**src/design/bdqks_pkg.sv**
```systemverilog
`default_nettype none
// ----------------------------------------------------------------------------
// bdqks_pkg: shared types and constants of the bounded deque
// Request and status codes, store geometry and the controller/datapath
// command and status bundles.
// ----------------------------------------------------------------------------
package bdqks_pkg;

	// store geometry
	localparam int LIST_DEPTH = 32;
	localparam int IDX_W      = $clog2(LIST_DEPTH);
	localparam int CNT_W      = $clog2(LIST_DEPTH + 1);
	localparam int KEY_W      = 32;
	localparam int FOUND_W    = 5;

	// request codes
	typedef enum logic [1:0] {
		REQ_PUSH     = 2'd0,
		REQ_POP_HEAD = 2'd1,
		REQ_POP_TAIL = 2'd2,
		REQ_SEARCH   = 2'd3
	} req_t;

	// result status codes
	typedef enum logic [1:0] {
		ST_OK        = 2'd0,
		ST_EMPTY     = 2'd1,
		ST_FULL      = 2'd2,
		ST_NOT_FOUND = 2'd3
	} status_t;

	// controller to datapath
	typedef struct packed {
		logic    latch_req;
		logic    write_tail;
		logic    read_head;
		logic    read_tail;
		logic    search_first;
		logic    search_next;
		logic    res_status_en;
		status_t res_status;
		logic    res_found_en;
		logic    res_removed_en;
		logic    load_out;
	} dp_cmd_t;

	// datapath to controller
	typedef struct packed {
		req_t req_type;
		logic empty;
		logic full;
		logic match;
		logic last;
		logic out_free;
	} dp_sts_t;

endpackage
`default_nettype wire

```
**src/design/bdqks_if.sv**
```systemverilog
`default_nettype none
// ----------------------------------------------------------------------------
// bdqks_if: request and response channels of the bounded deque
// Valid/ready channels; a transaction moves when valid and ready are high.
// ----------------------------------------------------------------------------
interface bdqks_req_if;
	import bdqks_pkg::*;

	logic                    valid;
	logic                    ready;
	req_t                    req_type;
	logic signed [KEY_W-1:0] key;

	modport source (output valid, output req_type, output key, input ready);
	modport sink (input valid, input req_type, input key, output ready);
endinterface

interface bdqks_rsp_if;
	import bdqks_pkg::*;

	logic                    valid;
	logic                    ready;
	status_t                 status;
	logic [FOUND_W-1:0]      found_index;
	logic signed [KEY_W-1:0] removed_key;

	modport source (output valid, output status, output found_index,
		output removed_key, input ready);
	modport sink (input valid, input status, input found_index,
		input removed_key, output ready);
endinterface
`default_nettype wire

```
**src/design/bdqks_ram.sv**
```systemverilog
`default_nettype none
// ----------------------------------------------------------------------------
// bdqks_ram: generic single-write, single-read RAM
// One write port and one read port with registered read data.
// ----------------------------------------------------------------------------
module bdqks_ram #(
	parameter int WIDTH = 32,
	parameter int DEPTH = 32
) (
	input  wire logic                     clk,
	input  wire logic                     we,
	input  wire logic [$clog2(DEPTH)-1:0] waddr,
	input  wire logic [WIDTH-1:0]         wdata,
	input  wire logic                     re,
	input  wire logic [$clog2(DEPTH)-1:0] raddr,
	output logic      [WIDTH-1:0]         rdata
);

	logic [WIDTH-1:0] mem_q [DEPTH];

	// write, then register the read word
	always_ff @(posedge clk) begin
		if (we) begin
			mem_q[waddr] <= wdata;
		end
		if (re) begin
			rdata <= mem_q[raddr];
		end
	end

endmodule
`default_nettype wire

```
**src/design/bdqks_ctrl.sv**
```systemverilog
`default_nettype none
// ----------------------------------------------------------------------------
// bdqks_ctrl: request sequencer of the bounded deque
// Accepts one request, steps the datapath through it and hands the
// result to the output register.
// ----------------------------------------------------------------------------
module bdqks_ctrl (
	input  wire logic               clk,
	input  wire logic               arst_n,
	input  wire logic               in_valid,
	output logic                    in_ready,
	input  wire bdqks_pkg::dp_sts_t sts,
	output bdqks_pkg::dp_cmd_t      cmd
);
	import bdqks_pkg::*;

	typedef enum logic [4:0] {
		S_IDLE = 5'b00001,
		S_EXEC = 5'b00010,
		S_SRCH = 5'b00100,
		S_POP  = 5'b01000,
		S_FIN  = 5'b10000
	} state_t;

	state_t state_q, state_d;

	// state register
	always_ff @(posedge clk or negedge arst_n) begin
		if (!arst_n) begin
			state_q <= S_IDLE;
		end else begin
			state_q <= state_d;
		end
	end

	// decode state and status into commands
	always_comb begin
		state_d  = state_q;
		cmd      = '0;
		in_ready = 1'b0;
		unique case (state_q)
			S_IDLE: begin
				in_ready = 1'b1;
				if (in_valid) begin
					cmd.latch_req = 1'b1;
					state_d       = S_EXEC;
				end
			end
			S_EXEC: begin
				cmd.res_status_en = 1'b1;
				cmd.res_status    = ST_OK;
				state_d           = S_FIN;
				unique case (sts.req_type)
					REQ_PUSH: begin
						if (sts.full) begin
							cmd.res_status = ST_FULL;
						end else begin
							cmd.write_tail = 1'b1;
						end
					end
					REQ_POP_HEAD: begin
						if (sts.empty) begin
							cmd.res_status = ST_EMPTY;
						end else begin
							cmd.read_head = 1'b1;
							state_d       = S_POP;
						end
					end
					REQ_POP_TAIL: begin
						if (sts.empty) begin
							cmd.res_status = ST_EMPTY;
						end else begin
							cmd.read_tail = 1'b1;
							state_d       = S_POP;
						end
					end
					REQ_SEARCH: begin
						cmd.res_status = ST_NOT_FOUND;
						if (!sts.empty) begin
							cmd.search_first = 1'b1;
							state_d          = S_SRCH;
						end
					end
				endcase
			end
			S_SRCH: begin
				// compare one entry a cycle, fetching the next meanwhile
				if (sts.match) begin
					cmd.res_status_en = 1'b1;
					cmd.res_status    = ST_OK;
					cmd.res_found_en  = 1'b1;
					state_d           = S_FIN;
				end else if (sts.last) begin
					state_d = S_FIN;
				end else begin
					cmd.search_next = 1'b1;
				end
			end
			S_POP: begin
				cmd.res_removed_en = 1'b1;
				state_d            = S_FIN;
			end
			S_FIN: begin
				// hold until the output register is free
				if (sts.out_free) begin
					cmd.load_out = 1'b1;
					state_d      = S_IDLE;
				end
			end
		endcase
	end

endmodule
`default_nettype wire

```
**src/design/bdqks_dp.sv**
```systemverilog
`default_nettype none
// ----------------------------------------------------------------------------
// bdqks_dp: datapath of the bounded deque
// Head and count registers, circular slot arithmetic, the entry RAM,
// the search pointer and the result and output registers.
// ----------------------------------------------------------------------------
module bdqks_dp (
	input  wire logic                          clk,
	input  wire logic                          arst_n,
	input  wire bdqks_pkg::req_t               in_req_type,
	input  wire logic signed [bdqks_pkg::KEY_W-1:0] in_key,
	output logic                               out_valid,
	input  wire logic                          out_ready,
	output bdqks_pkg::status_t                 out_status,
	output logic [bdqks_pkg::FOUND_W-1:0]      out_found_index,
	output logic signed [bdqks_pkg::KEY_W-1:0] out_removed_key,
	input  wire bdqks_pkg::dp_cmd_t            cmd,
	output bdqks_pkg::dp_sts_t                 sts
);
	import bdqks_pkg::*;

	logic [IDX_W-1:0]   head_q;
	logic [CNT_W-1:0]   count_q;
	logic [IDX_W-1:0]   ptr_q;
	req_t               req_type_q;
	logic [KEY_W-1:0]   key_q;
	status_t            res_status_q;
	logic [FOUND_W-1:0] res_found_q;
	logic [KEY_W-1:0]   res_removed_q;
	logic               out_valid_q;
	status_t            out_status_q;
	logic [FOUND_W-1:0] out_found_q;
	logic [KEY_W-1:0]   out_removed_q;

	logic [CNT_W-1:0]   ptr_next;
	logic [CNT_W-1:0]   tail_off;
	logic [IDX_W-1:0]   waddr;
	logic [IDX_W-1:0]   raddr;
	logic               ram_re;
	logic [KEY_W-1:0]   ram_rdata;

	// wrap head plus offset into the circular store
	function automatic logic [IDX_W-1:0] slot_of(input logic [IDX_W-1:0] base,
		input logic [CNT_W-1:0] off);
		logic [CNT_W:0] sum;
		sum = (CNT_W+1)'(base) + (CNT_W+1)'(off);
		if (sum >= (CNT_W+1)'(LIST_DEPTH)) begin
			sum = sum - (CNT_W+1)'(LIST_DEPTH);
		end
		return IDX_W'(sum);
	endfunction

	assign ptr_next = CNT_W'(ptr_q) + CNT_W'(1);
	assign tail_off = count_q - CNT_W'(1);
	assign waddr    = slot_of(head_q, count_q);
	assign ram_re   = cmd.read_head | cmd.read_tail | cmd.search_first | cmd.search_next;

	// select the read slot
	always_comb begin
		raddr = slot_of(head_q, '0);
		if (cmd.read_tail) begin
			raddr = slot_of(head_q, tail_off);
		end else if (cmd.search_next) begin
			raddr = slot_of(head_q, ptr_next);
		end
	end

	bdqks_ram #(
		.WIDTH(KEY_W),
		.DEPTH(LIST_DEPTH)
	) u_ram (
		.clk   (clk),
		.we    (cmd.write_tail),
		.waddr (waddr),
		.wdata (key_q),
		.re    (ram_re),
		.raddr (raddr),
		.rdata (ram_rdata)
	);

	// advance head and count
	always_ff @(posedge clk or negedge arst_n) begin
		if (!arst_n) begin
			head_q  <= '0;
			count_q <= '0;
		end else begin
			if (cmd.write_tail) begin
				count_q <= count_q + CNT_W'(1);
			end else if (cmd.read_head) begin
				head_q  <= slot_of(head_q, CNT_W'(1));
				count_q <= tail_off;
			end else if (cmd.read_tail) begin
				count_q <= tail_off;
			end
		end
	end

	// request, search pointer and result registers
	always_ff @(posedge clk) begin
		if (cmd.latch_req) begin
			req_type_q    <= in_req_type;
			key_q         <= in_key;
			res_found_q   <= '0;
			res_removed_q <= '0;
		end
		if (cmd.search_first) begin
			ptr_q <= '0;
		end else if (cmd.search_next) begin
			ptr_q <= IDX_W'(ptr_next);
		end
		if (cmd.res_status_en) begin
			res_status_q <= cmd.res_status;
		end
		if (cmd.res_found_en) begin
			res_found_q <= FOUND_W'(ptr_q);
		end
		if (cmd.res_removed_en) begin
			res_removed_q <= ram_rdata;
		end
		if (cmd.load_out) begin
			out_status_q  <= res_status_q;
			out_found_q   <= res_found_q;
			out_removed_q <= res_removed_q;
		end
	end

	// output register valid: set on load, drop when taken
	always_ff @(posedge clk or negedge arst_n) begin
		if (!arst_n) begin
			out_valid_q <= 1'b0;
		end else if (cmd.load_out) begin
			out_valid_q <= 1'b1;
		end else if (out_ready) begin
			out_valid_q <= 1'b0;
		end
	end

	assign out_valid       = out_valid_q;
	assign out_status      = out_status_q;
	assign out_found_index = out_found_q;
	assign out_removed_key = $signed(out_removed_q);

	// status towards the controller
	assign sts.req_type = req_type_q;
	assign sts.empty    = (count_q == '0);
	assign sts.full     = (count_q == CNT_W'(LIST_DEPTH));
	assign sts.match    = (ram_rdata == key_q);
	assign sts.last     = (ptr_next == count_q);
	assign sts.out_free = !out_valid_q || out_ready;

endmodule
`default_nettype wire

```
**src/design/bounded_deque_with_key_search.sv**
```systemverilog
`default_nettype none
// A push or a rejected request passes through S_EXEC and S_FIN, a pop through
// S_EXEC, S_POP and S_FIN, and a search through S_EXEC, S_SRCH and S_FIN.
// A search compares n entries in S_SRCH, one entry compared a cycle; n is at most
// LIST_DEPTH, and the single read port of the entry RAM sets that rate.
// A pending result sits in the output register while the next request is taken.
// Reset (arst_n low) empties the list at once; no clearing pass is needed.
// ----------------------------------------------------------------------------
// bounded_deque_with_key_search: bounded deque with linear key search
// Push at tail, pop head, pop tail and first-match search over a circular
// store, with one response transaction for every request transaction.
// ----------------------------------------------------------------------------
module bounded_deque_with_key_search (
	input wire logic  clk,
	input wire logic  arst_n,
	bdqks_req_if.sink req,
	bdqks_rsp_if.source rsp
);
	import bdqks_pkg::*;

	dp_cmd_t cmd;
	dp_sts_t sts;

	bdqks_ctrl u_ctrl (
		.clk      (clk),
		.arst_n   (arst_n),
		.in_valid (req.valid),
		.in_ready (req.ready),
		.sts      (sts),
		.cmd      (cmd)
	);

	bdqks_dp u_dp (
		.clk             (clk),
		.arst_n          (arst_n),
		.in_req_type     (req.req_type),
		.in_key          (req.key),
		.out_valid       (rsp.valid),
		.out_ready       (rsp.ready),
		.out_status      (rsp.status),
		.out_found_index (rsp.found_index),
		.out_removed_key (rsp.removed_key),
		.cmd             (cmd),
		.sts             (sts)
	);

`ifndef NO_ASSERTIONS
	// a request is latched exactly when a transaction is accepted
	a_latch_on_accept: assert property (@(posedge clk) disable iff (!arst_n)
		cmd.latch_req == (req.valid && req.ready))
		else $error("request latch does not match accepted transaction");

	// at most one store access command at a time
	a_one_access: assert property (@(posedge clk) disable iff (!arst_n)
		$onehot0({cmd.write_tail, cmd.read_head, cmd.read_tail,
			cmd.search_first, cmd.search_next}))
		else $error("conflicting store access commands");

	// never overwrite a result that has not been taken
	a_load_free: assert property (@(posedge clk) disable iff (!arst_n)
		cmd.load_out |-> (!rsp.valid || rsp.ready))
		else $error("output register loaded while occupied");

	// a loaded result appears on the response channel
	a_load_shows: assert property (@(posedge clk) disable iff (!arst_n)
		cmd.load_out |=> rsp.valid)
		else $error("loaded result not presented");
`endif

endmodule
`default_nettype wire

```
**src/flat_wrapper.sv**
```systemverilog
// flat-port wrapper written by rule: the top's interface ports become plain ports
module bounded_deque_with_key_search_flat import bdqks_pkg::*;
  (clk, arst_n, req_valid, req_req_type, req_key, req_ready, rsp_valid, rsp_status, rsp_found_index, rsp_removed_key, rsp_ready);
  bdqks_req_if req_i ();
  bdqks_rsp_if rsp_i ();
  input wire logic clk;
  input wire logic arst_n;
  input wire logic [$bits(req_i.valid)-1:0] req_valid;
  input wire logic [$bits(req_i.req_type)-1:0] req_req_type;
  input wire logic [$bits(req_i.key)-1:0] req_key;
  output wire logic [$bits(req_i.ready)-1:0] req_ready;
  output wire logic [$bits(rsp_i.valid)-1:0] rsp_valid;
  output wire logic [$bits(rsp_i.status)-1:0] rsp_status;
  output wire logic [$bits(rsp_i.found_index)-1:0] rsp_found_index;
  output wire logic [$bits(rsp_i.removed_key)-1:0] rsp_removed_key;
  input wire logic [$bits(rsp_i.ready)-1:0] rsp_ready;
  assign req_i.valid = req_valid;
  assign req_i.req_type = req_req_type;
  assign req_i.key = req_key;
  assign req_ready = req_i.ready;
  assign rsp_valid = rsp_i.valid;
  assign rsp_status = rsp_i.status;
  assign rsp_found_index = rsp_i.found_index;
  assign rsp_removed_key = rsp_i.removed_key;
  assign rsp_i.ready = rsp_ready;
  bounded_deque_with_key_search u_core (.clk(clk), .arst_n(arst_n), .req(req_i), .rsp(rsp_i));
endmodule
```
**config.mk**
```make
export PLATFORM = sky130hd
export DESIGN_NAME = bounded_deque_with_key_search_flat
export DESIGN_NICKNAME = d
export VERILOG_FILES = /design/src/design/bdqks_pkg.sv /design/src/design/bdqks_if.sv /design/src/design/bdqks_ram.sv /design/src/design/bdqks_ctrl.sv /design/src/design/bdqks_dp.sv /design/src/design/bounded_deque_with_key_search.sv /design/src/flat_wrapper.sv
export SDC_FILE = /design/constraint.sdc
export NUM_CORES = 1
export LEC_CHECK = 0
export ABC_AREA = 1
export BUFFER_PORTS_ARGS = -buffer_cell sky130_fd_sc_hd__buf_2
export CAP_MARGIN = 20
export CORE_MARGIN = 2
export CORE_UTILIZATION = 50
export CTS_BUF_LIST = sky130_fd_sc_hd__clkbuf_8
export CTS_CLUSTER_SIZE = 25
export DETAILED_ROUTE_END_ITERATION = 7
export PLACE_DENSITY_LB_ADDON = 0.2
export REMOVE_ABC_BUFFERS = 1
export SYNTH_ARGS = -nofsm -noshare
export SYNTH_HDL_FRONTEND = slang
export SYNTH_SLANG_ARGS = --single-unit
```
**constraint.sdc**
```tcl
create_clock -name clk -period 4.7 [get_ports clk]
set_clock_uncertainty 0.05 [all_clocks]
set_input_delay 0.94 -clock clk [delete_from_list [all_inputs] [get_ports clk]]
set_output_delay 0.94 -clock clk [all_outputs]
set_load 0.01 [all_outputs]
```
==> flow_summary.ini <==
[power]
power.density_cell_area_nw_per_um2 = 628
post-layout-total-power_w = 0.0369
worst_ir_drop_vdd_v = 0.000636
power_leakage_nw = 25.4

[global_routing]
met3_routing_resource_usage_after_global_routing_pct = 4.78
grt_first_pass_wirelength_um = 222000
top_usage_layer = met2
groute.layer.met1.usage_pct = 39.8
number_of_global_route_vias_before_repair = 33700
gr-usage-all-layers_pct = 28.4
grt_max_degree = 103
grt_total_ovfl = 0
use_met2_pct = 44.8
grt_antenna_before_repair = 3

[clock_network]
clock_tree.buffer_depth = 3
tritoncts_num_sinks = 1190
cts_tree = done
htree_levels = 4
insertion_delay_ps = 880
cts_resized = 0
cts_setup_buffers = 0
postCtsHoldBufs = 1
tritoncts.num_buffers = 191
clk_pin_slew_worst_paths_ps = 60
root_buffer = sky130_fd_sc_hd__clkbuf_8

[cells_and_area]
stdcell_area_um2 = 58800
fillCellCount = 8756
drive_gt1_share_pct = 9.72
final_common_cell = sky130_fd_sc_hd__edfxtp_1
numnets_final = 5241
area_growth_pct = 12.5
final_cell_mix = 1,168 x sky130_fd_sc_hd__edfxtp_1, 1,167 x sky130_fd_sc_hd__inv_1, 1,144 x sky130_fd_sc_hd__nand3_1

[drt]
avgViaCountPerCell = 5.42
remaining_routing_drc_violations = 0
drt-initial-drc-count = 4708
detailroute.via_count = 36300
pre_antenna_drt_iters = 6
wl_per_cell_um = 22.8
totalWireLength_um = 152000
detail-route-antenna-nets = 0

[logic_synthesis]
netlist_area_um2 = 52200
ys_warn_count = 0
post_synth_num_cell_types = 36
synthCells = 4991
commonest_register_cell_after_synthesis = sky130_fd_sc_hd__edfxtp_1
synth_seq_area_share_pct = 68.2
number_of_synthesized_register_bits = 1190
synth_edf_count = 1168
netlist_top_cells_area = sky130_fd_sc_hd__edfxtp_1 67%, sky130_fd_sc_hd__nand3_1 11%, sky130_fd_sc_hd__inv_1 7.9%
synth_top_cell_area_share_pct = 67.2
syn-mean-instance-area_um2 = 10.5
netlist.top_cell.by_area = sky130_fd_sc_hd__edfxtp_1
async_set_or_reset_register_ratio_after_synthesis_pct = 1.43

[placed_design]
port_buffers = 78
place.gp.congestion = 0.859
detailed_place.area_um2 = 55400
dpl.hpwl_um = 80700

[die]
rows = 118
io_pins = 79
coreArea_um2 = 103000
die_height_um = 327
initial_utilization_pct = 50.5
fp.dieArea_um2 = 107000
chipWidth_um = 327

[timing]
period_share_pct = 87.0
slew_headroom_pct = 26.7
whs_ps = 190
fmax_achieved_mhz = 245
worstMarginPinSlew_ps = 1100
rsz0062_at_grt = false
timing.setup.tns_ps = 0
finalWorstPathRequiredPeriod_ps = 4090
final-setup-viol-count = 0
report.final.slew_viol_count = 0
hold_viol = 0

[critical_path]
worstSetupPathType = flop to flop
crit_start = u_core.u_dp.key_q[2]$_DFFE_PP_
critical_path.endpoint_type = flop
cp.arrival_ps = 4660
cp.required_ps = 5270
max_fo_critical_path = 66
regToRegStartpoint = u_core.u_dp.key_q[2]$_DFFE_PP_
startpoint_type = flop

[status]
run_status = finished, final reports clean

[worst_hold_path]
hold_sp = req_key[16]
min-delay-path-class = input pin to flop

[flow_run]
drv.max_cap_violation_count = 0
==> metal layers <==
layer / vias to the layer above / share of wire [%]
met5: - / 0.0072
met4: 2 / 3.7
met3: 365 / 9.6
met2: 1871 / 46
met1: 17400 / 41
li1: 16600 / -
==> Yosys cell counts, types with 2 or more instances <==
cell type,count
sky130_fd_sc_hd__a21oi_1,16
sky130_fd_sc_hd__buf_1,26
sky130_fd_sc_hd__buf_2,152
sky130_fd_sc_hd__buf_4,6
sky130_fd_sc_hd__buf_6,3
sky130_fd_sc_hd__clkbuf_1,57
sky130_fd_sc_hd__dfrtp_1,16
sky130_fd_sc_hd__dfxtp_1,5
sky130_fd_sc_hd__edfxtp_1,1168
sky130_fd_sc_hd__fa_1,3
sky130_fd_sc_hd__ha_1,22
sky130_fd_sc_hd__inv_1,1104
sky130_fd_sc_hd__inv_2,8
sky130_fd_sc_hd__nand2_1,1049
sky130_fd_sc_hd__nand2_2,2
sky130_fd_sc_hd__nand3_1,1145
sky130_fd_sc_hd__nand3_2,3
sky130_fd_sc_hd__nand3_4,2
sky130_fd_sc_hd__nand4_1,9
sky130_fd_sc_hd__nor2_1,109
sky130_fd_sc_hd__nor3_1,4
sky130_fd_sc_hd__nor4_4,2
sky130_fd_sc_hd__o21ai_0,19
sky130_fd_sc_hd__xnor2_1,37
sky130_fd_sc_hd__xor2_1,13
==> worst paths after layout <==
kind	end	cells past startpoint	slack, ps
hold reg to reg	u_core.u_dp.out_removed_key[9]$_DFFE_PP_	0	370
min in group asynchronous	u_core.u_dp.count_q[2]$_DFFE_PN0P_	2	510
max in group asynchronous	u_core.u_ctrl.state_q[0]$_DFFE_PN1P_	2	3750
setup / recovery	u_core.u_dp.u_ram.rdata[10]$_DFFE_PP_	19	610
setup reg to reg	u_core.u_dp.u_ram.rdata[10]$_DFFE_PP_	19	610
hold / removal	u_core.u_dp.key_q[16]$_DFFE_PP_	1	190
==> cells by family after synthesis <==
kind of cell             count (synthesis)  synth area share (%)
AO/OA/AOI/OAI                           43                 0.448
flip-flops                            1190                  68.2
adder cells (fa/ha/maj)                 25                 0.642
buffers and inverters                 1357                  10.2
XOR/XNOR                                50                 0.839
AND/OR/NAND/NOR                       2326                  19.7
==> power by group <==
| part | switching [W] | internal, W | total [W] | leakage, nW |
|---|---|---|---|---|
| combinational | 0.0111 | 0.00483 | 0.0159 | 12.6 |
| sequential | 0.000434 | 0.0125 | 0.0129 | 10.8 |
| clock | 0.00411 | 0.00393 | 0.00803 | 1.92 |
==> flip-flops by register name, summed over array words and instances, names as in the netlist, 5 cells and up <==
register	count
u_core.u_dp.u_ram.mem_q	1024
u_core.u_dp.res_removed_q	32
u_core.u_dp.key_q	32
u_core.u_dp.out_removed_key	32
u_core.u_dp.head_q	5
u_core.u_dp.res_found_q	5
u_core.u_dp.ptr_q	5
u_core.u_dp.out_found_index	5
u_core.u_ctrl.state_q	5
u_core.u_dp.count_q	6
u_core.u_dp.u_ram.rdata	32
==> through the flow <==
step | utilization (%) | std cells | worst slack (ps)
2_1_floorplan | - | 4747 | -6450
3_3_place_gp | 53.5 | 6364 | 627
3_5_place_dp | 53.5 | 6364 | 636
4_1_cts | 56.8 | 6699 | 598
5_1_grt | 56.8 | 6700 | 386
6_report | 56.8 | 6700 | 611
==> cell type report <==
class                           count  area [µm²]  share of cell area [%]
Inverter                         1113        4190                    7.13
Clock inverter                    140         658                    1.12
Timing Repair Buffer              238        2280                    3.88
Clock buffer                      194        2670                    4.54
Tap cell                         1380        1730                    2.94
Antenna cell                        1        2.50                 0.00426
Multi-Input combinational cell   2444       11600                    19.8
Sequential cell                  1190       35600                    60.6
==> critical path, stage by stage (launching register included) <==
cell	delay [ps]
sky130_fd_sc_hd__edfxtp_1	350
sky130_fd_sc_hd__buf_4	240
sky130_fd_sc_hd__xnor2_1	410
sky130_fd_sc_hd__nand2_1	110
sky130_fd_sc_hd__nor2_1	430
sky130_fd_sc_hd__nand2_1	120
sky130_fd_sc_hd__nor2_1	170
sky130_fd_sc_hd__nand2_1	150
sky130_fd_sc_hd__nand4_1	160
sky130_fd_sc_hd__nand3_4	210
sky130_fd_sc_hd__nand2_8	190
sky130_fd_sc_hd__buf_12	340
sky130_fd_sc_hd__buf_4	270
sky130_fd_sc_hd__nand2_1	70
sky130_fd_sc_hd__nand3_1	80
sky130_fd_sc_hd__nand3_1	120
sky130_fd_sc_hd__nand3_1	120
sky130_fd_sc_hd__nand2_1	60
sky130_fd_sc_hd__nand2_1	60
sky130_fd_sc_hd__nand2_1	80
Power figures use the tool's default switching activity.
